<file path="src/rtl/wmfp_pkg.sv">
// Shared types, constants and helpers for the management frame element parser.
package wmfp_pkg;

   localparam int SsidMax    = 32;
   localparam int LengthBits = 12;
   localparam int BankBits   = 1;
   localparam int SsidIdxBits = $clog2(SsidMax);
   localparam int MemAddrBits = BankBits + SsidIdxBits;

   localparam logic [LengthBits-1:0] LenMax = {LengthBits{1'b1}};

   localparam logic [7:0] SubBeacon   = 8'h80;
   localparam logic [7:0] SubProbeReq = 8'h40;
   localparam logic [7:0] SubProbeRsp = 8'h50;
   localparam logic [7:0] TagSsid     = 8'd0;
   localparam logic [7:0] TagDsParam  = 8'd3;
   localparam logic [7:0] TagRsn      = 8'd48;
   localparam logic [7:0] TagVendor   = 8'd221;
   localparam logic [7:0] Wpa3Akm     = 8'h08;
   localparam logic [LengthBits-1:0] StartBeacon = 36;
   localparam logic [LengthBits-1:0] StartOther  = 24;

   typedef enum logic [1:0] {
      PH_TAG  = 2'd0,
      PH_LEN  = 2'd1,
      PH_DATA = 2'd2
   } phase_type;

   typedef enum logic [2:0] {
      SEC_OPEN    = 3'd0,
      SEC_WEP     = 3'd1,
      SEC_WPA     = 3'd2,
      SEC_WPA2    = 3'd3,
      SEC_MIXED   = 3'd4,
      SEC_WPA3    = 3'd5,
      SEC_UNKNOWN = 3'd6
   } sec_type;

   typedef enum logic {
      CSR_MATCH_SECOND = 1'b0,
      CSR_MATCH_THIRD  = 1'b1
   } csr_idx_type;

   // SSID store write from the front end
   typedef struct packed {
      logic                   en;
      logic [MemAddrBits-1:0] addr;
      logic [7:0]             data;
   } mem_wr_type;

   // one finished frame waiting for the back end
   typedef struct packed {
      logic [BankBits-1:0] bank;
      logic [5:0]          ssid_len;
      logic [47:0]         bssid;
      logic                det;
      logic [7:0]          chan;
      logic [7:0]          rssi;
      logic [2:0]          sec;
   } job_type;

   function automatic logic [7:0] wpa_oui(input logic [1:0] idx);
      logic [7:0] r;
      case (idx)
         2'd0: r = 8'h00;
         2'd1: r = 8'h50;
         2'd2: r = 8'hF2;
         default: r = 8'h01;
      endcase
      return r;
   endfunction

endpackage

</file>
<file path="src/rtl/wmfp_if.sv">
// Byte input and result channel interfaces.
interface wmfp_req_if;
   logic              valid;
   logic              ready;
   logic [7:0]        data_byte;
   logic [11:0]       frame_length;
   logic signed [7:0] signal_strength;
   logic [7:0]        receive_channel;
   logic              is_management;
   logic              end_of_frame;
   modport source (output valid, data_byte, frame_length, signal_strength,
                   receive_channel, is_management, end_of_frame, input ready);
   modport sink (input valid, data_byte, frame_length, signal_strength,
                 receive_channel, is_management, end_of_frame, output ready);
endinterface

interface wmfp_rsp_if;
   logic              valid;
   logic              ready;
   logic              record_kind;
   logic [7:0]        ssid_char;
   logic [5:0]        ssid_length;
   logic [47:0]       bssid_value;
   logic              detected;
   logic [7:0]        channel_number;
   logic signed [7:0] rssi_out;
   logic [2:0]        security_class;
   logic              run_last;
   modport source (output valid, record_kind, ssid_char, ssid_length, bssid_value,
                   detected, channel_number, rssi_out, security_class, run_last,
                   input ready);
   modport sink (input valid, record_kind, ssid_char, ssid_length, bssid_value,
                 detected, channel_number, rssi_out, security_class, run_last,
                 output ready);
endinterface

</file>
<file path="src/rtl/wmfp_front.sv">
// Front end: per-byte header capture and tagged element walk.
module wmfp_front (
   input  logic                 clock,
   input  logic                 reset,
   input  logic                 accept,
   input  logic [7:0]           data_byte,
   input  logic [11:0]          frame_length,
   input  logic [7:0]           signal_strength,
   input  logic [7:0]           receive_channel,
   input  logic                 is_management,
   input  logic                 end_of_frame,
   input  logic [7:0]           match_second,
   input  logic [7:0]           match_third,
   output wmfp_pkg::mem_wr_type mem_wr,
   output logic                 job_push,
   output wmfp_pkg::job_type    job
);
   logic [11:0] pos_ff, pos_in, len_ff, len_in;
   logic [7:0]  sub_ff, sub_in, tag_ff, tag_in, rem_ff, rem_in, didx_ff, didx_in;
   logic [7:0]  chan_ff, chan_in, rssi_ff, rssi_in;
   logic [47:0] bssid_ff, bssid_in;
   logic        priv_ff, priv_in, stop_ff, stop_in, vm_ff, vm_in, mgmt_ff, mgmt_in;
   logic [5:0]  cnt_ff, cnt_in;
   logic [2:0]  flags_ff, flags_in;   // {wpa3, wpa, rsn}
   logic [0:0]  bank_ff, bank_in;
   wmfp_pkg::phase_type ph_ff, ph_in;

   logic        first;
   logic [11:0] wlen, start;
   logic [12:0] need;
   logic [8:0]  total;
   logic        sub_ok;
   logic [2:0]  sec;

   always_comb begin
      first = (pos_ff == '0);
      len_in   = first ? frame_length : len_ff;
      sub_in   = first ? {data_byte[7:4], 4'h0} : sub_ff;
      chan_in  = first ? receive_channel : chan_ff;
      rssi_in  = first ? signal_strength : rssi_ff;
      mgmt_in  = first ? is_management : mgmt_ff;
      bssid_in = first ? '0 : bssid_ff;
      priv_in  = first ? 1'b0 : priv_ff;
      stop_in  = first ? 1'b0 : stop_ff;
      vm_in    = first ? 1'b0 : vm_ff;
      cnt_in   = first ? '0 : cnt_ff;
      flags_in = first ? '0 : flags_ff;
      tag_in   = first ? '0 : tag_ff;
      rem_in   = first ? '0 : rem_ff;
      didx_in  = first ? '0 : didx_ff;
      ph_in    = first ? wmfp_pkg::PH_TAG : ph_ff;
      bank_in  = bank_ff;
      mem_wr   = '0;
      need     = '0;
      total    = '0;

      wlen = (len_in > 12'd4) ? len_in - 12'd4 : '0;
      if (pos_ff >= 12'd10 && pos_ff <= 12'd15) bssid_in = {bssid_in[39:0], data_byte};
      if (pos_ff == 12'd34) priv_in = data_byte[4];
      start = (sub_in == wmfp_pkg::SubBeacon) ? wmfp_pkg::StartBeacon
                                              : wmfp_pkg::StartOther;

      if (!stop_in && pos_ff >= start) begin
         case (ph_in)
            wmfp_pkg::PH_TAG: begin
               need = {1'b0, pos_ff} + 13'd2;
               if (need > {1'b0, wlen}) stop_in = 1'b1;
               else begin
                  tag_in = data_byte;
                  ph_in  = wmfp_pkg::PH_LEN;
               end
            end
            wmfp_pkg::PH_LEN: begin
               need = {1'b0, pos_ff} + 13'd1 + {5'd0, data_byte};
               if (need > {1'b0, wlen}) stop_in = 1'b1;
               else begin
                  rem_in  = data_byte;
                  didx_in = '0;
                  vm_in   = (tag_in == wmfp_pkg::TagVendor) && (data_byte >= 8'd4);
                  if (tag_in == wmfp_pkg::TagRsn) flags_in[0] = 1'b1;
                  if (tag_in == wmfp_pkg::TagSsid && data_byte >= 8'd1 &&
                      data_byte <= 8'(wmfp_pkg::SsidMax)) cnt_in = '0;
                  ph_in = (data_byte == 8'd0) ? wmfp_pkg::PH_TAG : wmfp_pkg::PH_DATA;
               end
            end
            default: begin
               total = {1'b0, didx_in} + {1'b0, rem_in};
               if (tag_in == wmfp_pkg::TagSsid && total >= 9'd1 &&
                   total <= 9'(wmfp_pkg::SsidMax) && didx_in < 8'(wmfp_pkg::SsidMax)) begin
                  mem_wr.en   = accept;
                  mem_wr.addr = {bank_ff, didx_in[wmfp_pkg::SsidIdxBits-1:0]};
                  mem_wr.data = data_byte;
                  if (rem_in == 8'd1) cnt_in = total[5:0];
               end
               if (tag_in == wmfp_pkg::TagDsParam && total == 9'd1) chan_in = data_byte;
               if (tag_in == wmfp_pkg::TagRsn && total >= 9'd10 && didx_in == 8'd9 &&
                   data_byte == wmfp_pkg::Wpa3Akm) flags_in[2] = 1'b1;
               if (tag_in == wmfp_pkg::TagVendor && vm_in && didx_in < 8'd4) begin
                  if (data_byte != wmfp_pkg::wpa_oui(didx_in[1:0])) vm_in = 1'b0;
                  else if (didx_in == 8'd3) flags_in[1] = 1'b1;
               end
               didx_in = didx_in + 8'd1;
               rem_in  = rem_in - 8'd1;
               if (rem_in == 8'd0) ph_in = wmfp_pkg::PH_TAG;
            end
         endcase
      end

      pos_in = (pos_ff < wmfp_pkg::LenMax) ? pos_ff + 12'd1 : pos_ff;

      sub_ok = (sub_in == wmfp_pkg::SubBeacon) || (sub_in == wmfp_pkg::SubProbeReq) ||
               (sub_in == wmfp_pkg::SubProbeRsp);
      if (sub_in != wmfp_pkg::SubBeacon) sec = wmfp_pkg::SEC_UNKNOWN;
      else if (wlen < 12'd36 || !priv_in) sec = wmfp_pkg::SEC_OPEN;
      else if (flags_in[2]) sec = wmfp_pkg::SEC_WPA3;
      else if (flags_in[0] && flags_in[1]) sec = wmfp_pkg::SEC_MIXED;
      else if (flags_in[0]) sec = wmfp_pkg::SEC_WPA2;
      else if (flags_in[1]) sec = wmfp_pkg::SEC_WPA;
      else sec = wmfp_pkg::SEC_WEP;

      job.bank     = bank_ff;
      job.ssid_len = cnt_in;
      job.bssid    = bssid_in;
      job.det      = mgmt_in && (len_in > 12'd4) && sub_ok && (pos_ff >= 12'd15) &&
                     (bssid_in[39:32] == match_second) && (bssid_in[31:24] == match_third);
      job.chan     = chan_in;
      job.rssi     = rssi_in;
      job.sec      = sec;
      job_push     = accept && end_of_frame;
      if (end_of_frame) begin
         pos_in  = '0;
         bank_in = ~bank_ff;
      end
   end

   always_ff @(posedge clock) begin
      if (reset) begin
         pos_ff <= '0; ph_ff <= wmfp_pkg::PH_TAG; stop_ff <= 1'b0; cnt_ff <= '0;
         flags_ff <= '0; vm_ff <= 1'b0; mgmt_ff <= 1'b0; bank_ff <= '0;
         len_ff <= '0; sub_ff <= '0; chan_ff <= '0; rssi_ff <= '0; bssid_ff <= '0;
         priv_ff <= 1'b0; tag_ff <= '0; rem_ff <= '0; didx_ff <= '0;
      end else if (accept) begin
         pos_ff <= pos_in; ph_ff <= ph_in; stop_ff <= stop_in; cnt_ff <= cnt_in;
         flags_ff <= flags_in; vm_ff <= vm_in; mgmt_ff <= mgmt_in; bank_ff <= bank_in;
         len_ff <= len_in; sub_ff <= sub_in; chan_ff <= chan_in; rssi_ff <= rssi_in;
         bssid_ff <= bssid_in; priv_ff <= priv_in; tag_ff <= tag_in; rem_ff <= rem_in;
         didx_ff <= didx_in;
      end
   end
endmodule

</file>
<file path="src/rtl/wmfp_queue.sv">
// Two-entry queue of finished frames between front and back end.
module wmfp_queue (
   input  logic              clock,
   input  logic              reset,
   input  logic              push,
   input  wmfp_pkg::job_type push_job,
   input  logic              pop,
   output logic              full,
   output logic              not_empty,
   output wmfp_pkg::job_type head
);
   wmfp_pkg::job_type slot_ff [2];
   logic       wptr_ff, wptr_in, rptr_ff, rptr_in;
   logic [1:0] cnt_ff, cnt_in;

   always_comb begin
      full      = (cnt_ff == 2'd2);
      not_empty = (cnt_ff != 2'd0);
      head      = slot_ff[rptr_ff];
      wptr_in   = push ? ~wptr_ff : wptr_ff;
      rptr_in   = pop ? ~rptr_ff : rptr_ff;
      cnt_in    = cnt_ff + {1'b0, push} - {1'b0, pop};
   end

   always_ff @(posedge clock) begin
      if (reset) begin
         wptr_ff <= 1'b0; rptr_ff <= 1'b0; cnt_ff <= '0;
      end else begin
         wptr_ff <= wptr_in; rptr_ff <= rptr_in; cnt_ff <= cnt_in;
      end
      if (push) slot_ff[wptr_ff] <= push_job;
   end
endmodule

</file>
<file path="src/rtl/wmfp_back.sv">
// Back end: SSID store and result beat sequencer with output register.
module wmfp_back (
   input  logic                 clock,
   input  logic                 reset,
   input  wmfp_pkg::mem_wr_type mem_wr,
   input  logic                 job_valid,
   input  wmfp_pkg::job_type    job,
   output logic                 job_pop,
   wmfp_rsp_if.source           rsp
);
   logic [7:0] mem [2**wmfp_pkg::MemAddrBits];
   logic [7:0] rd_ff;
   logic [5:0] k_ff, k_in;
   logic       ov_ff, ov_in, load, is_ssid;
   logic       kind_ff;
   wmfp_pkg::job_type sum_ff;

   always_comb begin
      load    = job_valid && (!ov_ff || rsp.ready);
      is_ssid = (k_ff < job.ssid_len);
      job_pop = load && !is_ssid;
      k_in    = k_ff;
      ov_in   = ov_ff;
      if (load) begin
         ov_in = 1'b1;
         k_in  = is_ssid ? k_ff + 6'd1 : '0;
      end else if (rsp.ready) ov_in = 1'b0;

      rsp.valid          = ov_ff;
      rsp.record_kind    = kind_ff;
      rsp.run_last       = kind_ff;
      rsp.ssid_char      = kind_ff ? 8'd0 : rd_ff;
      rsp.ssid_length    = kind_ff ? sum_ff.ssid_len : '0;
      rsp.bssid_value    = kind_ff ? sum_ff.bssid : '0;
      rsp.detected       = kind_ff & sum_ff.det;
      rsp.channel_number = kind_ff ? sum_ff.chan : '0;
      rsp.rssi_out       = kind_ff ? sum_ff.rssi : '0;
      rsp.security_class = kind_ff ? sum_ff.sec : '0;
   end

   always_ff @(posedge clock) begin
      if (mem_wr.en) mem[mem_wr.addr] <= mem_wr.data;
      if (load && is_ssid) rd_ff <= mem[{job.bank, k_ff[wmfp_pkg::SsidIdxBits-1:0]}];
      if (load) begin
         kind_ff <= !is_ssid;
         sum_ff  <= job;
      end
      if (reset) begin
         ov_ff <= 1'b0; k_ff <= '0;
      end else begin
         ov_ff <= ov_in; k_ff <= k_in;
      end
   end
endmodule

</file>
<file path="src/rtl/wlan_mgmt_frame_ie_parser_unit.sv">
// Top level of the 802.11 management frame information element parser.
// Usage:
//  - req_chan takes one frame byte per beat, starting at frame control. Length,
//    RSSI, channel and management flag are sampled on the first beat of a frame;
//    end_of_frame marks the last beat.
//  - After the last beat, rsp_chan gives one beat per recorded SSID byte and then
//    one summary beat (record_kind = run_last = 1).
//  - Throughput: one input beat per cycle while req ready is high. The front end
//    walks elements at the byte rate; the back end gives one result beat per cycle
//    while rsp ready is high. Results pass the frame queue and the output register.
//  - Two SSID banks and a two-deep frame queue decouple the halves: the front
//    end keeps taking bytes of the next frame while results drain. It stalls
//    (req ready low) only when two finished frames are still waiting.
//  - A stalled receiver holds rsp payload steady; the output register frees
//    as soon as it is taken.
//  - Synchronous reset clears the parse state, the queue and the output
//    register; match bytes return to 19 and 55.
//  - csr_ writes belong in idle periods only: no frame in progress, no result pending.
module wlan_mgmt_frame_ie_parser_unit (
   input  logic        clock,
   input  logic        reset,
   wmfp_req_if.sink    req_chan,
   wmfp_rsp_if.source  rsp_chan,
   input  logic        csr_write_enable,
   input  logic        csr_index,
   input  logic [7:0]  csr_write_data
);
   logic [7:0] match2_ff, match3_ff;
   logic       accept, q_full, q_ne, push, pop;
   wmfp_pkg::mem_wr_type mem_wr;
   wmfp_pkg::job_type    push_job, head;

   // hold off new bytes while both SSID banks are owned by queued frames
   assign req_chan.ready = !q_full;
   assign accept         = req_chan.valid && req_chan.ready;

   always_ff @(posedge clock) begin
      if (reset) begin
         match2_ff <= 8'd19;
         match3_ff <= 8'd55;
      end else if (csr_write_enable) begin
         case (csr_index)
            wmfp_pkg::CSR_MATCH_SECOND: match2_ff <= csr_write_data;
            wmfp_pkg::CSR_MATCH_THIRD:  match3_ff <= csr_write_data;
            default: ;
         endcase
      end
   end

   wmfp_front u_front (
      .clock, .reset, .accept,
      .data_byte       (req_chan.data_byte),
      .frame_length    (req_chan.frame_length),
      .signal_strength (req_chan.signal_strength),
      .receive_channel (req_chan.receive_channel),
      .is_management   (req_chan.is_management),
      .end_of_frame    (req_chan.end_of_frame),
      .match_second    (match2_ff),
      .match_third     (match3_ff),
      .mem_wr, .job_push (push), .job (push_job)
   );

   wmfp_queue u_queue (
      .clock, .reset, .push, .push_job, .pop,
      .full (q_full), .not_empty (q_ne), .head
   );

   wmfp_back u_back (
      .clock, .reset, .mem_wr,
      .job_valid (q_ne), .job (head), .job_pop (pop),
      .rsp (rsp_chan)
   );
endmodule
</file>
<file path="src/flat_wrapper.sv">
// flat-port wrapper written by rule: the top's interface ports become plain ports
module wlan_mgmt_frame_ie_parser_unit_flat 
  (clock, reset, csr_write_enable, csr_index, csr_write_data, req_chan_valid, req_chan_data_byte, req_chan_frame_length, req_chan_signal_strength, req_chan_receive_channel, req_chan_is_management, req_chan_end_of_frame, req_chan_ready, rsp_chan_valid, rsp_chan_record_kind, rsp_chan_ssid_char, rsp_chan_ssid_length, rsp_chan_bssid_value, rsp_chan_detected, rsp_chan_channel_number, rsp_chan_rssi_out, rsp_chan_security_class, rsp_chan_run_last, rsp_chan_ready);
  wmfp_req_if req_chan_i ();
  wmfp_rsp_if rsp_chan_i ();
  input  logic clock;
  input  logic reset;
  input  logic csr_write_enable;
  input  logic csr_index;
  input  logic [7:0] csr_write_data;
  input wire logic [$bits(req_chan_i.valid)-1:0] req_chan_valid;
  input wire logic [$bits(req_chan_i.data_byte)-1:0] req_chan_data_byte;
  input wire logic [$bits(req_chan_i.frame_length)-1:0] req_chan_frame_length;
  input wire logic [$bits(req_chan_i.signal_strength)-1:0] req_chan_signal_strength;
  input wire logic [$bits(req_chan_i.receive_channel)-1:0] req_chan_receive_channel;
  input wire logic [$bits(req_chan_i.is_management)-1:0] req_chan_is_management;
  input wire logic [$bits(req_chan_i.end_of_frame)-1:0] req_chan_end_of_frame;
  output wire logic [$bits(req_chan_i.ready)-1:0] req_chan_ready;
  output wire logic [$bits(rsp_chan_i.valid)-1:0] rsp_chan_valid;
  output wire logic [$bits(rsp_chan_i.record_kind)-1:0] rsp_chan_record_kind;
  output wire logic [$bits(rsp_chan_i.ssid_char)-1:0] rsp_chan_ssid_char;
  output wire logic [$bits(rsp_chan_i.ssid_length)-1:0] rsp_chan_ssid_length;
  output wire logic [$bits(rsp_chan_i.bssid_value)-1:0] rsp_chan_bssid_value;
  output wire logic [$bits(rsp_chan_i.detected)-1:0] rsp_chan_detected;
  output wire logic [$bits(rsp_chan_i.channel_number)-1:0] rsp_chan_channel_number;
  output wire logic [$bits(rsp_chan_i.rssi_out)-1:0] rsp_chan_rssi_out;
  output wire logic [$bits(rsp_chan_i.security_class)-1:0] rsp_chan_security_class;
  output wire logic [$bits(rsp_chan_i.run_last)-1:0] rsp_chan_run_last;
  input wire logic [$bits(rsp_chan_i.ready)-1:0] rsp_chan_ready;
  assign req_chan_i.valid = req_chan_valid;
  assign req_chan_i.data_byte = req_chan_data_byte;
  assign req_chan_i.frame_length = req_chan_frame_length;
  assign req_chan_i.signal_strength = req_chan_signal_strength;
  assign req_chan_i.receive_channel = req_chan_receive_channel;
  assign req_chan_i.is_management = req_chan_is_management;
  assign req_chan_i.end_of_frame = req_chan_end_of_frame;
  assign req_chan_ready = req_chan_i.ready;
  assign rsp_chan_valid = rsp_chan_i.valid;
  assign rsp_chan_record_kind = rsp_chan_i.record_kind;
  assign rsp_chan_ssid_char = rsp_chan_i.ssid_char;
  assign rsp_chan_ssid_length = rsp_chan_i.ssid_length;
  assign rsp_chan_bssid_value = rsp_chan_i.bssid_value;
  assign rsp_chan_detected = rsp_chan_i.detected;
  assign rsp_chan_channel_number = rsp_chan_i.channel_number;
  assign rsp_chan_rssi_out = rsp_chan_i.rssi_out;
  assign rsp_chan_security_class = rsp_chan_i.security_class;
  assign rsp_chan_run_last = rsp_chan_i.run_last;
  assign rsp_chan_i.ready = rsp_chan_ready;
  wlan_mgmt_frame_ie_parser_unit u_core (.clock(clock), .reset(reset), .req_chan(req_chan_i), .rsp_chan(rsp_chan_i), .csr_write_enable(csr_write_enable), .csr_index(csr_index), .csr_write_data(csr_write_data));
endmodule
</file>
<file path="config.mk">
export PLATFORM = sky130hd
export DESIGN_NAME = wlan_mgmt_frame_ie_parser_unit_flat
export DESIGN_NICKNAME = d
export VERILOG_FILES = /design/src/rtl/wmfp_pkg.sv /design/src/rtl/wmfp_if.sv /design/src/rtl/wmfp_front.sv /design/src/rtl/wmfp_queue.sv /design/src/rtl/wmfp_back.sv /design/src/rtl/wlan_mgmt_frame_ie_parser_unit.sv /design/src/flat_wrapper.sv
export SDC_FILE = /design/constraint.sdc
export NUM_CORES = 1
export LEC_CHECK = 0
export BUFFER_PORTS_ARGS = -buffer_cell sky130_fd_sc_hd__buf_2
export CAP_MARGIN = 20
export CORE_MARGIN = 1
export CORE_UTILIZATION = 50
export DETAILED_ROUTE_END_ITERATION = 8
export GPL_TIMING_DRIVEN = 0
export PLACE_DENSITY = 0.67
export REMOVE_ABC_BUFFERS = 1
export SYNTH_ARGS = -nofsm -noshare
export SYNTH_HDL_FRONTEND = slang
export SYNTH_SLANG_ARGS = --single-unit
</file>
<file path="constraint.sdc">
create_clock -name clock -period 8 [get_ports clock]
set_input_delay 0.8 -clock clock [delete_from_list [all_inputs] [get_ports clock]]
set_output_delay 0.8 -clock clock [all_outputs]
set_load 0.03 [all_outputs]
</file>
* Word-level counts from Yosys, hierarchy flattened
Memories as Yosys holds them, arrays and structs flattened. A register that Yosys moved wholly into a read port is not among the register bits.
Index checks and enable logic that the tools add are counted.
Widths: inputs -> output; s select.
** Word-level totals
- Bits in registers :: 238
- Bits in writable memories :: 662
- Input bits :: 52
- Output and inout port bits :: 86
- Word-level logic and storage cells :: 226
- Memories kept :: 2
** Memories
- u_core.u_back.mem :: depth 64, width 8, rd ports 1, clocked after memory_dff 1, write ports 1, RTL line wmfp_back.sv:11 : logic [7:0] mem [2**wmfp_pkg::MemAddrBits];
- u_core.u_queue.slot_ff :: depth 2, width 75, rd ports 1, clocked after memory_dff 1, write ports 1, RTL line wmfp_queue.sv:12 : wmfp_pkg::job_type slot_ff [2];
** Operators by class
- Add/sub/neg operators :: 11
- Magnitude comparators :: 18
- Eq/ne operators :: 20
- Muxes and demuxes :: 91
- Bitwise operators :: 5
- Reductions and logical operators :: 48
** Operators with widths (count)
- $mux 8 :: 22
- $mux 48 :: 3
- $mux 6 :: 9
- $mux 12 :: 4
- $mux 15 :: 3
- $pmux 8 s2 :: 2
- $mux 1 :: 27
- $gt 13x12->1 :: 2
- $logic_and 1x1->1 :: 25
- $ge 12x4->1 const B :: 2
- $logic_not 8->1 :: 3
- $pmux 8 s3 :: 1
- $mux 3 :: 7
- $mux 2 :: 9
- $eq 8x2->1 const B :: 2
- $eq 8x4->1 const B :: 2
- $eq 8x7->1 const B :: 2
- $eq 8x8->1 :: 2
- $eq 8x8->1 const B :: 2
- $add 12x1->13 const B :: 1
- $add 12x2->13 const B :: 1
- $add 13x8->13 :: 1
- $add 12x1->12 const B :: 1
- $eq 12x6->1 const B :: 1
- 40 further kinds :: 59

* Depth between registers and ports, before layout
- Depth in word-level cells :: 19
- Mapped depth :: 30
- Gate-level depth less buffers :: 24

* Cells and area by module
From an unflattened synthesis, not the netlist that was laid out.
** Second synthesis, totals
- Cells, all modules :: 2865
- Area, all modules :: 40008.4 um^2
** By module, submodules not included
- wmfp_back :: times used 1, cells each 1132, area an instance 23281.1 um^2, sequential area each 18007.3 um^2
- wmfp_front :: times used 1, cells each 1411, area an instance 10202.3 um^2, sequential area each 2722.6 um^2
- wmfp_queue :: times used 1, cells each 254, area an instance 5833.1 um^2, sequential area each 4604.4 um^2
- wlan_mgmt_frame_ie_parser_unit :: times used 1, cells each 68, area an instance 691.9 um^2, sequential area each 320.3 um^2

* Worst setup path after synthesis
Ideal clock, no wire load.
- Path kind :: reg2reg
- Start point :: reg u_core.u_front.pos_ff[4]
- End point :: mem u_core.u_back.mem[0][0] (data pin)
- Library setup time :: 0.681 ns
- Arrival :: 6.362 ns
- Required time :: 7.319 ns
- Setup slack :: 0.956 ns
- Cell stages (with the launch flop) :: 20
- Buffers on the path :: 8
- Clock period less this slack :: 7.044 ns
- Cells stage by stage :: dfxtp_1 buf_2 nor4_4 and3_1 buf_2 buf_2 buf_2 buf_2 buf_2 buf_2 buf_2 nor2_1 ha_1 a211oi_1 o21ai_0 a41oi_1 a31oi_1 nand2b_1 nand2b_1 nor3_1
** RTL lines
- start, declared :: RTL line wmfp_front.sv:18 : logic [11:0] pos_ff, pos_in, len_ff, len_in;
- start signal, assigned :: RTL line wmfp_front.sv:143 : pos_ff <= pos_in; ph_ff <= ph_in; stop_ff <= stop_in; cnt_ff <= cnt_in;
- end, declared :: RTL line wmfp_back.sv:11

* Worst setup path after layout
- Start point :: reg u_core.u_front.pos_ff[1]
- End point :: mem u_core.u_back.mem[37][2], enable pin
** On the way
- Longest elaborated chain between the ends :: 12
- Elaborated cells between the ends (all ways) :: 28
- Those cells by class :: add/sub (1); order compare (4); eq/ne (2); mux (12); reduce/logical (9)
** Ends and longest elaborated chain
- $logic_not 12->1 :: RTL line wmfp_front.sv:36 : first = (pos_ff == '0);
- $mux 8, on equally long branches :: RTL line wmfp_front.sv:50, wmfp_front.sv:49
- $add 8x8->9 :: RTL line wmfp_front.sv:87 : total = {1'b0, didx_in} + {1'b0, rem_in};
- $ge 9x1->1 :: RTL line wmfp_front.sv:88 : if (tag_in == wmfp_pkg::TagSsid && total >= 9'd1 &&
- $logic_and 1x1->1 (2 in series) :: RTL line wmfp_front.sv:88
- $logic_and 1x1->1 :: RTL line wmfp_front.sv:89 : total <= 9'(wmfp_pkg::SsidMax) && didx_in < 8'(wmfp_pkg::SsidMax)) begin
- $mux 15 :: RTL line wmfp_front.sv:88
- $mux 15 :: RTL line wmfp_front.sv:64 : case (ph_in)
- $mux 15 (*) :: RTL line wmfp_front.sv:63 : if (!stop_in && pos_ff >= start) begin
- $mux 1 :: RTL line wmfp_back.sv:42 : if (mem_wr.en) mem[mem_wr.addr] <= mem_wr.data;
- $mux 1 (implied by the code) :: RTL line wmfp_back.sv:42
Mark *: on every way between the ends. The rest lies on a longest branch, timed or not.

==> impl_metrics.json <==
{
  "status": "finished clean",
  "path_clk_slew_ns": 0.07,
  "ctsHoldBuffers": 0,
  "wl_mm": 95.3,
  "reg2reg_slack_ns": 0.25,
  "ys.flop_type": "edfxtp_1",
  "worstSkewPairLatency_ns": 0.67,
  "nets": 3015,
  "hp-class": "in2reg",
  "clock_sinks": 909,
  "path_max_fanout": 71,
  "htreeDepth": 3,
  "tightest_slew_ns": 1.11,
  "synth_warnings": 0,
  "cp_data_required_time_ns": 8.26,
  "antenna_left": 0,
  "slew_viol_final": 0,
  "min_to": "u_core.u_front.rssi_ff[1]",
  "met2_length_mm": 45.9,
  "ir_worst_vdd_uv": 169,
  "dr.max_layer_used": "met5",
  "global_route.overflow_total": 0,
  "grt_pass1_vias": 23500,
  "yosys_register_bits": 909,
  "syn_inst": 2787,
  "vias": 24300,
  "hp-start": "req_chan_signal_strength[1]",
  "rsz0062_at_grt": "yes",
  "numCtsBuffers": 93,
  "via_per_inst": 6.05,
  "dp_hpwl_mm": 60.8,
  "avgSynthCellArea_um2": 14.1,
  "grt_usage_pct": 23.8,
  "grt_max_degree": 73,
  "grt_pass1_wl_mm": 143,
  "hold_ws_ns": 0.389,
  "synth_edf_count": 745,
  "die_y_um": 282,
  "ys_types": 84,
  "async_flop_share_pct": 0,
  "clk_root_buffer_cell": "clkbuf_16",
  "hold_path_depth": 3,
  "min_period_ns": 7.75,
  "min_period_over_period_pct": 96.8,
  "layout_commonest_cell": "edfxtp_1",
  "antenna_found_initial": 1,
  "r2r_cells": 16,
  "setup_viol": 0,
  "die_w_um": 282,
  "routedWlPerCell_um": 23.7,
  "seq_area_frac_synth_pct": 65.4,
  "hold_viol": 0,
  "cp.arrival_ns": 8.01,
  "reg2reg_to": "u_core.u_back.mem[37][2]",
  "maxCapViolCount": 0,
  "endpoint_kind": "flop",
  "met3_length_mm": 7.09,
  "insertedDiodeCount": 0,
  "fmax_ghz": 0.129,
  "met1_length_mm": 39.8,
  "critPathKind": "reg2reg",
  "final_cell_mix": "edfxtp_1 (745), nand2_1 (373), a21oi_1 (173)",
  "num_io_pins": 138,
  "globalplace.congestion": 0.916,
  "fin_tns_setup_ns": 0,
  "p_per_area_nw_per_um2": 234,
  "setup.worst_path.start": "u_core.u_front.pos_ff[1]",
  "leakage_nw": 16.0,
  "area_delta_synth_final_pct": 14.0,
  "crit_path_start_kind": "flop",
  "drtPass1Iterations": 5,
  "netlist_area_um2": 39200,
  "drt-initial-drc-count": 2476,
  "relSlewSlack_pct": 25.8,
  "cts_tree": "yes",
  "die-area_um2": 79600,
  "rows": 102,
  "r2r_start": "u_core.u_front.pos_ff[1]",
  "fin_skew_ns": 0.0532,
  "start_util_pct": 50.6,
  "drive_gt1_share_pct": 20.7,
  "io_buffers": 137,
  "clk_path_buf_depth": 3,
  "drc": 0,
  "core_region_area_um2": 77600
}
cells in the mapped netlist, drive strengths merged, types with 58 or more instances:
cell	number	share of area (%)
edfxtp	745	57
ha	59	1.9
mux2	69	2.0
dfxtp	164	8.4
and2	94	1.5
a21oi	174	2.2
nand2	374	3.6
nand3	63	0.83
clkbuf	117	1.1
nor3	58	0.77
nor2	171	1.6
mux4	168	9.6
stage by stage:
stage                     instance area [um^2]  total power [mW]  instances  utilization, %  setup slack [ns]
final                                    44700              10.5       4021            57.6             0.252
after global routing                     44700              10.8       4021            57.6           0.00454
after CTS                                44600              10.5       4018            57.5            0.0987
after detailed placement                 41500              6.22       3845            53.5             0.118
after global placement                   40600              6.21       3800            52.3             -6.01
after floorplan                          38600              5.91       2623               -           -0.0942
cells by family after synthesis:
group / Yosys count / synth area share (%)
and+or+nand+nor: 918 / 11.2
xor gates and xnor gates: 68 / 1.52
AOI/OAI and AO/OA: 362 / 5.64
buffers and inverters: 206 / 2.04
muxes: 263 / 12.3
DFF: 909 / 65.4
adders and majority gates: 61 / 1.96
registers in the layout (all words and copies together), names as in the netlist, 12 cells and up, named ones only:
signal	count
u_core.u_front.len_ff	12
u_core.u_queue.slot_ff	150
u_core.u_front.bssid_ff	48
u_core.u_back.mem	512
u_core.u_back.sum_ff	74
u_core.u_front.pos_ff	12
worst max path at each step:
stage | slack [ns] | end | depth (start not counted)
floorplan | -0.09 | u_core.u_back.mem[0][0] | 13
global placement | -6.01 | u_core.u_back.mem[30][1] | 13
detailed placement | 0.12 | u_core.u_back.mem[58][7] | 16
CTS | 0.1 | u_core.u_back.mem[58][1] | 16
global route | 0.005 | u_core.u_back.mem[37][2] | 16
finish | 0.25 | u_core.u_back.mem[37][2] | 16
power by group:
group          internal [mW]  leakage (nW)  switching (mW)  total (mW)
clock network           2.50          1.50            1.85        4.35
logic                  0.332          5.25           0.528       0.860
registers               5.19          9.23          0.0711        5.26
critical path, stage by stage, from the launching register on:
cell and delay [ns]:
dfxtp_1 0.42, inv_1 0.18, ha_1 0.17, nor3b_2 0.61
and3_4 0.62, buf_16 0.36, nor4b_1 0.10, o21ai_1 0.70
inv_1 0.21, ha_1 0.35, nor4bb_1 0.27, o311a_1 0.25
o32a_2 0.46, nand3_2 0.31, nor3_2 0.55, nand3_1 0.76
nor2_1 0.97
routing by layer:
| metal | up-vias | track usage (%) |
|---|---|---|
| li1 | 10800 | - |
| met1 | 12300 | 33.8 |
| met2 | 1040 | 38.2 |
| met3 | 175 | 3.54 |
| met4 | 2 | 7.05 |
| met5 | - | 0 |
cell type report:
class	count	area [um^2]
clock buffer	113	2460
clock inverter	60	633
fill	5942	32900
inverter	42	160
multi-input combinational	1673	12900
sequential	909	25700
tap	1040	1300
timing repair buffer	184	1570
what timing repair did:
action	CTS	global route
resized for setup	0	13
endpoints found under the setup margin	0	249
buffers inserted	0	1
(Power assumes the default switching activity.)
